$ cat src/sv/emre_pkg.sv
package emre_pkg;

    typedef struct packed {
        logic       op;
        logic [7:0] ref_base;
        logic [7:0] obs_base;
    } t_in_item;

    typedef struct packed {
        logic [7:0] byte_value;
        logic       last_in_run;
        logic       bad_symbol;
        logic       pending_overflow;
    } t_out_item;

    // classified command between front and back
    typedef struct packed {
        logic       flush;
        logic       bad;
        logic [1:0] ctx;
        logic [1:0] sym;
    } t_cmd;

    localparam int RES_LIMIT = 40;
    localparam logic [7:0] CH_A = 8'h41;
    localparam logic [7:0] CH_C = 8'h43;
    localparam logic [7:0] CH_G = 8'h47;

    function automatic logic [1:0] map_base(input logic [7:0] c);
        logic [1:0] v;
        v = 2'd3;
        if (c == CH_A) v = 2'd0;
        else if (c == CH_C) v = 2'd1;
        else if (c == CH_G) v = 2'd2;
        return v;
    endfunction

endpackage

$ cat src/sv/emre_front.sv
module emre_front import emre_pkg::*; (
    input  logic     i_clk,
    input  logic     i_rst_n,
    input  logic     i_push,
    output logic     o_full,
    input  t_in_item i_item,
    output logic     o_cmd_valid,
    output t_cmd     o_cmd,
    input  logic     i_cmd_take
);
    // two-entry queue of classified commands
    t_cmd       r_q [2];
    logic [1:0] r_cnt;
    logic       r_rd;
    logic       r_wr;
    t_cmd       w_cmd;
    logic [1:0] w_r, w_o;
    logic       w_push, w_pop;

    always_comb begin
        w_r = map_base(i_item.ref_base);
        w_o = map_base(i_item.obs_base);
        w_cmd.flush = i_item.op;
        w_cmd.bad   = !i_item.op && (w_r == w_o);
        w_cmd.ctx   = w_r;
        w_cmd.sym   = (w_o > w_r) ? w_o - 2'd1 : w_o;
    end

    assign o_full      = r_cnt[1];
    assign w_push      = i_push && !o_full;
    assign o_cmd_valid = r_cnt != 2'd0;
    assign w_pop       = i_cmd_take && o_cmd_valid;
    assign o_cmd       = r_q[r_rd];

    always_ff @(posedge i_clk) begin
        if (w_push) r_q[r_wr] <= w_cmd;
        if (!i_rst_n) begin
            r_cnt <= 2'd0;
            r_rd  <= 1'b0;
            r_wr  <= 1'b0;
        end else begin
            if (w_push) r_wr <= !r_wr;
            if (w_pop) r_rd <= !r_rd;
            r_cnt <= r_cnt + {1'b0, w_push} - {1'b0, w_pop};
        end
    end

    a_no_over: assert property (@(posedge i_clk) disable iff (!i_rst_n)
        r_cnt != 2'd3) else $error("queue count overrun");
    a_full_stall: assert property (@(posedge i_clk) disable iff (!i_rst_n)
        (o_full && !w_pop) |=> o_full) else $error("full dropped without pop");
    a_pop_valid: assert property (@(posedge i_clk) disable iff (!i_rst_n)
        (r_cnt == 2'd0) |-> !o_cmd_valid) else $error("valid while empty");
endmodule

$ cat src/sv/emre_div.sv
module emre_div (
    input  logic        i_clk,
    input  logic        i_rst_n,
    input  logic        i_start,
    input  logic [31:0] i_num,
    input  logic [16:0] i_den,
    output logic        o_done,
    output logic [31:0] o_quo
);
    // restoring divider, one quotient bit a cycle
    logic [31:0] r_q;
    logic [17:0] r_rem;
    logic [5:0]  r_n;
    logic        r_busy;
    logic [17:0] w_t;

    assign w_t    = {r_rem[16:0], r_q[31]};
    assign o_quo  = r_q;
    assign o_done = r_busy && r_n == 6'd0;

    always_ff @(posedge i_clk) begin
        if (!i_rst_n) begin
            r_busy <= 1'b0;
            r_n    <= 6'd0;
        end else if (i_start) begin
            r_busy <= 1'b1;
            r_n    <= 6'd32;
            r_q    <= i_num;
            r_rem  <= 18'd0;
        end else if (r_busy) begin
            if (r_n == 6'd0) begin
                r_busy <= 1'b0;
            end else begin
                r_n <= r_n - 6'd1;
                if (w_t >= {1'b0, i_den}) begin
                    r_rem <= w_t - {1'b0, i_den};
                    r_q   <= {r_q[30:0], 1'b1};
                end else begin
                    r_rem <= w_t;
                    r_q   <= {r_q[30:0], 1'b0};
                end
            end
        end
    end
endmodule

$ cat src/sv/emre_back.sv
module emre_back import emre_pkg::*; #(
    parameter int MAX_PENDING = 32
) (
    input  logic      i_clk,
    input  logic      i_rst_n,
    input  logic      i_cmd_valid,
    input  t_cmd      i_cmd,
    output logic      o_cmd_take,
    output logic      o_empty,
    input  logic      i_pop,
    output t_out_item o_item
);
    typedef enum logic [8:0] {
        S_IDLE  = 9'b000000001,
        S_DIV   = 9'b000000010,
        S_MUL   = 9'b000000100,
        S_NORM  = 9'b000001000,
        S_SHIFT = 9'b000010000,
        S_EMIT  = 9'b000100000,
        S_FREQ  = 9'b001000000,
        S_FLAG  = 9'b010000000,
        S_CLR   = 9'b100000000
    } t_state;

    t_state      r_st;
    logic [16:0] r_f [12];
    logic [32:0] r_low;
    logic [31:0] r_range;
    logic [7:0]  r_cache;
    logic [5:0]  r_pend;
    t_cmd        r_cmd;
    logic [2:0]  r_nflush;
    logic [5:0]  r_nout;
    logic [5:0]  r_emit_i;
    logic        r_carry;
    logic [7:0]  r_new_cache;
    logic        r_ovf;
    logic [16:0] r_tot;
    logic [16:0] r_cum;
    logic [16:0] r_wid;
    logic [7:0]  r_hold;
    logic        r_hold_v;
    logic        r_ovalid;
    t_out_item   r_oitem;

    logic        w_div_done;
    logic [31:0] w_quo;
    logic [3:0]  w_base;
    logic [16:0] w_f0, w_f1, w_f2;
    logic [17:0] w_tot18;
    logic        w_out_free;
    logic        w_emit_last;
    logic        w_emit_go;
    logic        w_keep;
    logic [7:0]  w_byte;
    logic        w_load;
    t_out_item   w_litem;
    logic [16:0] w_fnew [3];

    assign w_base  = {r_cmd.ctx, 2'b00} - {2'b00, r_cmd.ctx};
    assign w_f0    = r_f[w_base];
    assign w_f1    = r_f[w_base + 4'd1];
    assign w_f2    = r_f[w_base + 4'd2];
    assign w_tot18 = {1'b0, w_f0} + {1'b0, w_f1} + {1'b0, w_f2};

    assign o_empty     = !r_ovalid;
    assign o_item      = r_oitem;
    assign w_out_free  = !r_ovalid || i_pop;
    assign o_cmd_take  = (r_st == S_IDLE) && i_cmd_valid && w_out_free;
    assign w_emit_last = r_emit_i + 6'd1 >= r_pend;
    assign w_emit_go   = !r_hold_v || w_out_free;
    assign w_keep      = r_nout < 6'(RES_LIMIT);
    assign w_byte      = (r_emit_i == 6'd0) ? r_cache + {7'd0, r_carry}
                                            : 8'hFF + {7'd0, r_carry};

    // newest byte waits in r_hold until the next one shows whether it is last
    always_comb begin
        w_load  = 1'b0;
        w_litem = '0;
        if (r_st == S_IDLE && o_cmd_take && i_cmd.bad) begin
            w_load  = 1'b1;
            w_litem = '{8'd0, 1'b1, 1'b1, 1'b0};
        end else if (r_st == S_EMIT && w_emit_go && w_keep && r_hold_v) begin
            w_load  = 1'b1;
            w_litem = '{r_hold, 1'b0, 1'b0, 1'b0};
        end else if (r_st == S_FLAG && w_out_free) begin
            if (r_ovf && r_hold_v && w_keep) begin
                w_load  = 1'b1;
                w_litem = '{r_hold, 1'b0, 1'b0, 1'b0};
            end else if (r_ovf) begin
                w_load  = 1'b1;
                w_litem = '{8'd0, 1'b1, 1'b0, 1'b1};
            end else if (r_hold_v) begin
                w_load  = 1'b1;
                w_litem = '{r_hold, 1'b1, 1'b0, 1'b0};
            end
        end
    end

    always_comb begin
        for (int j = 0; j < 3; j++) begin
            w_fnew[j] = r_f[w_base + 4'(j)];
            if (j == int'(r_cmd.sym)) w_fnew[j] = w_fnew[j] + 17'd8;
            if ({1'b0, r_tot} + 18'd8 > 18'd65536) w_fnew[j] = (w_fnew[j] >> 1) | 17'd1;
        end
    end

    emre_div u_div (
        .i_clk  (i_clk),
        .i_rst_n(i_rst_n),
        .i_start(r_st == S_DIV && r_nflush == 3'd7),
        .i_num  (r_range),
        .i_den  (r_tot),
        .o_done (w_div_done),
        .o_quo  (w_quo)
    );

    always_ff @(posedge i_clk) begin
        if (!i_rst_n) begin
            r_st     <= S_CLR;
            r_ovalid <= 1'b0;
            r_hold_v <= 1'b0;
            r_pend   <= 6'd1;
        end else begin
            r_ovalid <= w_load || (r_ovalid && !i_pop);
            if (w_load) r_oitem <= w_litem;
            unique case (r_st)
                S_CLR: begin
                    for (int i = 0; i < 12; i++) r_f[i] <= 17'd1;
                    r_low   <= 33'd0;
                    r_range <= '1;
                    r_cache <= 8'd0;
                    r_pend  <= 6'd1;
                    r_st    <= S_IDLE;
                end
                S_IDLE: begin
                    if (o_cmd_take) begin
                        r_cmd  <= i_cmd;
                        r_nout <= 6'd0;
                        r_ovf  <= 1'b0;
                        if (i_cmd.flush) begin
                            r_nflush <= 3'd5;
                            r_st     <= S_SHIFT;
                        end else if (!i_cmd.bad) begin
                            r_nflush <= 3'd7;
                            r_st     <= S_DIV;
                        end
                    end
                end
                S_DIV: begin
                    if (r_nflush == 3'd7) begin
                        r_tot    <= w_tot18[16:0];
                        r_nflush <= 3'd0;
                        unique case (r_cmd.sym)
                            2'd0: begin r_cum <= 17'd0; r_wid <= w_f0; end
                            2'd1: begin r_cum <= w_f0; r_wid <= w_f1; end
                            default: begin r_cum <= w_f0 + w_f1; r_wid <= w_f2; end
                        endcase
                    end
                    if (w_div_done) begin
                        r_range <= w_quo;
                        r_st    <= S_MUL;
                    end
                end
                S_MUL: begin
                    r_low   <= r_low + 33'(48'(r_cum) * 48'(r_range));
                    r_range <= 32'(48'(r_range) * 48'(r_wid));
                    r_st    <= S_NORM;
                end
                S_NORM: begin
                    if (r_range < 32'h0100_0000) begin
                        r_range <= {r_range[23:0], 8'd0};
                        r_st    <= S_SHIFT;
                    end else begin
                        r_st <= S_FREQ;
                    end
                end
                S_SHIFT: begin
                    r_carry     <= r_low[32];
                    r_new_cache <= r_low[31:24];
                    r_low       <= {1'b0, r_low[23:0], 8'd0};
                    if (r_cmd.flush) r_nflush <= r_nflush - 3'd1;
                    if (r_low[32] || r_low[31:0] < 32'hFF00_0000) begin
                        r_emit_i <= 6'd0;
                        r_st     <= S_EMIT;
                    end else begin
                        if (r_pend >= 6'(MAX_PENDING)) begin
                            r_pend <= 6'(MAX_PENDING);
                            r_ovf  <= 1'b1;
                        end else begin
                            r_pend <= r_pend + 6'd1;
                        end
                        r_st <= r_cmd.flush ? ((r_nflush == 3'd1) ? S_FLAG : S_SHIFT)
                                            : S_NORM;
                    end
                end
                S_EMIT: begin
                    if (w_emit_go) begin
                        if (w_keep) begin
                            r_hold   <= w_byte;
                            r_hold_v <= 1'b1;
                            r_nout   <= r_nout + 6'd1;
                        end
                        r_emit_i <= r_emit_i + 6'd1;
                        if (w_emit_last) begin
                            r_cache <= r_new_cache;
                            r_pend  <= 6'd1;
                            if (r_cmd.flush)
                                r_st <= (r_nflush == 3'd0) ? S_FLAG : S_SHIFT;
                            else
                                r_st <= S_NORM;
                        end
                    end
                end
                S_FREQ: begin
                    for (int j = 0; j < 3; j++) r_f[w_base + 4'(j)] <= w_fnew[j];
                    r_st <= S_FLAG;
                end
                S_FLAG: begin
                    // held byte goes out first when an overflow flag follows it
                    if (w_out_free) begin
                        r_hold_v <= 1'b0;
                        if (!(r_ovf && r_hold_v && w_keep))
                            r_st <= r_cmd.flush ? S_CLR : S_IDLE;
                    end
                end
                default: r_st <= S_IDLE;
            endcase
        end
    end

    a_pend_bound: assert property (@(posedge i_clk) disable iff (!i_rst_n)
        r_pend <= 6'(MAX_PENDING)) else $error("pending run over bound");
    a_take_idle: assert property (@(posedge i_clk) disable iff (!i_rst_n)
        o_cmd_take |-> r_st == S_IDLE) else $error("take outside idle");
    a_range_norm: assert property (@(posedge i_clk) disable iff (!i_rst_n)
        (r_st == S_FREQ) |-> r_range >= 32'h0100_0000) else $error("range not normalized");
endmodule

$ cat src/sv/exclusive_mismatch_range_encoder.sv
// A coded mismatch holds the coder through the serial divider and the multiply,
// then a shift per range shift and an emit per byte, and a further step when an
// overflow flag follows a byte; a flush shifts and emits its bytes; an equal-base
// item is answered in idle. The coder holds one item, with two commands queued ahead.
// Reset: synchronous active low; a clearing pass in S_CLR sets every count to 1,
// range to all ones, low and cache to 0 and the pending run to 1.
module exclusive_mismatch_range_encoder import emre_pkg::*; #(
    parameter int MAX_PENDING = 32
) (
    input  logic      i_clk,
    input  logic      i_rst_n,
    input  logic      push,
    output logic      full,
    input  t_in_item  i_item,
    output logic      empty,
    input  logic      pop,
    output t_out_item o_item
);
    logic w_valid, w_take;
    t_cmd w_cmd;
    t_out_item w_raw;
    logic w_empty;

    emre_front u_front (
        .i_clk(i_clk), .i_rst_n(i_rst_n), .i_push(push), .o_full(full),
        .i_item(i_item), .o_cmd_valid(w_valid), .o_cmd(w_cmd), .i_cmd_take(w_take)
    );

    emre_back #(.MAX_PENDING(MAX_PENDING)) u_back (
        .i_clk(i_clk), .i_rst_n(i_rst_n), .i_cmd_valid(w_valid), .i_cmd(w_cmd),
        .o_cmd_take(w_take), .o_empty(w_empty), .i_pop(pop), .o_item(w_raw)
    );

    assign empty  = w_empty;
    assign o_item = w_raw;
endmodule

$ cat config.mk
export PLATFORM = sky130hd
export DESIGN_NAME = exclusive_mismatch_range_encoder
export DESIGN_NICKNAME = d
export VERILOG_FILES = /design/src/sv/emre_pkg.sv /design/src/sv/emre_front.sv /design/src/sv/emre_div.sv /design/src/sv/emre_back.sv /design/src/sv/exclusive_mismatch_range_encoder.sv
export SDC_FILE = /design/constraint.sdc
export NUM_CORES = 2
export LEC_CHECK = 0
export BUFFER_PORTS_ARGS = -buffer_cell sky130_fd_sc_hd__buf_2
export CAP_MARGIN = 20
export CORE_MARGIN = 4
export CORE_UTILIZATION = 55
export DETAILED_ROUTE_END_ITERATION = 7
export PLACE_DENSITY_LB_ADDON = 0.3
export SLEW_MARGIN = 20
export SYNTH_ARGS = -nofsm -noshare
export SYNTH_HDL_FRONTEND = slang
export SYNTH_HIERARCHICAL = 1
export SYNTH_SLANG_ARGS = --single-unit
$ cat constraint.sdc
create_clock -name i_clk -period 8.8 [get_ports i_clk]
set_input_delay 0.44 -clock i_clk [delete_from_list [all_inputs] [get_ports i_clk]]
set_output_delay 0.44 -clock i_clk [all_outputs]
set_load 0.01 [all_outputs]
==> impl_metrics.ini <==
[critical_path]
cp.arrival_ns = 7.83
required_ns = 9.15
path_max_fanout = 24
r2r_cells = 25
r2r_start = u_back/r_wid[3]$_DFFE_PP_
criticalPathCategory = flop to flop
crit_path_start_kind = flop
cp-end-kind = flop
rr_endpoint = u_back/r_range[31]$_DFFE_PP_
r2r_setup_slack_ns = 1.32

[drt]
drt.antenna.violating_nets = 0
wirelength_mm = 189
top_layer = met5
dr_wl_met3_mm = 21.6
drc_errors = 0
drt_iter0_markers = 5691
wl_met1_mm = 65.5
wire_per_inst_um = 24.7
route.met2.wl_mm = 87.4
viasPerCell = 6.37
num_vias = 48800
drtPass1Iterations = 7

[run_status]
run_status = complete, no violations

[synthesis]
syn_area_um2 = 62000
ys_ff_latch = 535
avgSynthCellArea_um2 = 9.82
ys_seq_area_share_pct = 25.4
synthesis.nets = 7266
async_flop_share_pct = 0
synth_edf_count = 506
synth_cells = 6321
yosys_warnings = 6
synth_ff_type = edfxtp_1
synth.distinct_cells = 123

[clock_tree]
tritoncts = yes
cts_buffers = 61
cts_root_buf = clkbuf_16
clk_pin_slew_ns = 0.06
clock_latency_ns = 0.70
htreeDepth = 2
ctsResizeCount = 0
cts.sinks = 535
clock_path_buffers = 3

[sta]
worstMarginPinSlew_ns = 1.27
slew_headroom_pct = 14.9
whs_ns = 0.0891
hold_viol_final = 0
rsz0062_at_grt = no
min_period_ns = 7.48
fmax_mhz = 134
finalSetupViolCount = 0
period_share_pct = 85.0
finalSetupTns_ns = 0
skew_ns = 0.0915
drv_slew = 0

[die]
die_h_um = 344
dieArea_um2 = 118000
std_cell_rows = 122
io_pins = 34
initial_core_util_pct = 55.8
core_um2 = 111000
die_w_um = 344

[global_route]
grt_use_total_pct = 32.1
grt_pass1_wl_mm = 290
antenna_found_initial = 1
grt_max_degree = 140
grt_pass1_vias = 49900
grt_overflow = 0

[finish]
stdcell_count = 7663
area_growth_pct = 5.33
layout-drive-gt1-share_pct = 10.6
fin_area_um2 = 65400
fillers = 9426
utilization_pct = 58.7
num-nets-final = 7065

[power]
power_density_nw_per_um2 = 161
irDropWorstVdd_v = 0.000174
p_leak_nw = 28.3

[hold_path]
whs_path_depth = 2
hold_path.class = input port to flop
min_from = i_item[10]
min_to = u_front/r_q[1][3]$_DFFE_PP_

[place]
place_hpwl_mm = 135
dpl_cell_area_um2 = 63200
post-place-cells = 7542
port_buffers = 33
gp_congestion = 0.975

[flow_run]
maxCapViolations = 0
worst max path at each step:
stage,start,end,slack (ns),cells after the start
2_1_floorplan,u_back/r_cmd[2]$_DFFE_PP_,u_back/r_tot[15]$_DFFE_PP_,2.17,29
6_report,u_back/r_wid[3]$_DFFE_PP_,u_back/r_range[31]$_DFFE_PP_,1.32,25
4_1_cts,u_back/r_range[9]$_DFFE_PP_,u_back/r_low[31]$_DFFE_PP_,1.39,25
3_3_place_gp,u_back/r_range[9]$_DFFE_PP_,u_back/r_low[31]$_DFFE_PP_,1.53,25
3_5_place_dp,u_back/r_range[9]$_DFFE_PP_,u_back/r_low[31]$_DFFE_PP_,1.36,25
5_1_grt,u_back/r_range[9]$_DFFE_PP_,u_back/r_low[31]$_DFFE_PP_,0.92,25
per-layer routing:
layer  global-route usage [%]  vias to the layer above
li1                         -                    20700
met1                     39.1                    24100
met2                     52.2                     3141
met3                     7.19                      879
met4                     19.9                        2
met5                        0                        -
report_power, final:
group,internal (W),switching (W),total (W),leakage (nW)
sequential,0.00291,0.0000773,0.00299,4.78
combinational,0.00196,0.00289,0.00485,22.5
clock,0.00153,0.00115,0.00269,1.01
through the flow:
stage | power, W | worst slack [ns]
floorplan | 0.00657 | 2.17
global placement | 0.00774 | 1.53
detailed placement | 0.00783 | 1.36
CTS | 0.0105 | 1.39
global route | 0.0112 | 0.921
finish | 0.0105 | 1.32
final cells by class:
| cell class | count | area (µm²) | area share (%) |
|---|---|---|---|
| clock inverters | 38 | 410 | 0.628 |
| multi-input cells | 4324 | 40500 | 62.0 |
| diodes | 2 | 5.00 | 0.00766 |
| well taps | 1488 | 1860 | 2.85 |
| repair buffers | 173 | 1270 | 1.95 |
| inverters | 1025 | 3850 | 5.89 |
| flip-flops and latches | 535 | 15800 | 24.1 |
| clock buffers | 78 | 1680 | 2.57 |
registers in the layout, indices dropped and copies added (netlist names), 9 cells and up, named ones only:
register and cells:
u_back/r_low 33, u_back/r_range 32, u_back/r_f 272, u_back/u_div/o_quo 32
u_back/r_st 9, u_front/r_q 12, u_back/r_wid 17, u_back/u_div/r_rem 17
u_back/r_tot 17, u_back/o_item 11, u_back/r_cum 17
cells in the mapped netlist, drive strengths merged, types with 53 or more instances:
cell type,number,share of area [%]
nand2,823,5.0
xnor2,126,1.8
mux4,205,7.5
nor2,312,1.9
a21oi,218,1.8
mux2,68,1.2
and2,323,3.3
nand3,80,0.66
o22ai,89,0.92
a21o,53,0.64
inv,1022,6.2
fa,703,23
ha,221,4.5
a211oi,54,0.71
xor2,59,0.84
o21ai,275,2.3
mux2i,95,1.6
edfxtp,506,24
clkbuf,314,1.9
buf,123,1.4
cells in the final DEF (no fill, tap or decap), types with 40 or more instances in the layout:
cell / Yosys / routed
inv_1: 1012 / 1012
nand2_1: 817 / 812
fa_1: 703 / 703
edfxtp_1: 506 / 506
and2_1: 322 / 321
nor2_1: 306 / 304
o21ai_0: 232 / 230
ha_1: 221 / 216
a21oi_1: 206 / 203
mux4_2: 189 / 189
buf_4: 18 / 135
xnor2_1: 126 / 126
mux2i_1: 94 / 91
o22ai_1: 88 / 88
nand3_1: 78 / 76
mux2_2: 65 / 65
clkbuf_16: 0 / 62
xor2_1: 58 / 58
a21o_1: 53 / 53
a211oi_1: 48 / 48
nor3_1: 48 / 46
a221oi_1: 45 / 45
a22oi_1: 42 / 42
nor2b_1: 40 / 40
nand2b_1: 40 / 40
repair_timing:
action                                  in CTS  in global routing
setup buffers                                0                  0
endpoints found under the hold margin        2                  0
hold buffers                                 1                  0
endpoints found under the setup margin       0                  0
worst max-delay path: stages, from the launching register on:
cell and delay, ns:
edfxtp_1 1.05, buf_4 0.29, nand2_1 0.08, fa_1 0.52, inv_1 0.05, fa_1 0.52
inv_1 0.05, fa_1 0.50, inv_1 0.05, fa_1 0.49, fa_1 0.49, inv_1 0.05
fa_1 0.47, inv_1 0.04, ha_1 0.34, nand2_1 0.11, nor2_1 0.06, and3_1 0.26
and3_1 0.20, a32oi_1 0.41, a21oi_1 0.15, o31ai_1 0.48, a21oi_1 0.13, nor2_1 0.13
xnor2_1 0.12, o21ai_0 0.09
kinds of logic (layout without fill, tap and decap cells):
| family | Yosys count | after routing | synth area share, % |
|---|---|---|---|
| simple gates | 1818 | 1818 | 13.9 |
| buf+inv | 1462 | 1314 | 9.56 |
| compound gates | 1029 | 1029 | 11.1 |
| fa+ha+maj | 924 | 924 | 27.1 |
| flops | 535 | 535 | 25.4 |
| mux | 368 | 368 | 10.3 |
| xor+xnor | 185 | 185 | 2.62 |
| other cells | 0 | 2 | 0 |
Note: power is estimated with default switching activity, not from simulation.
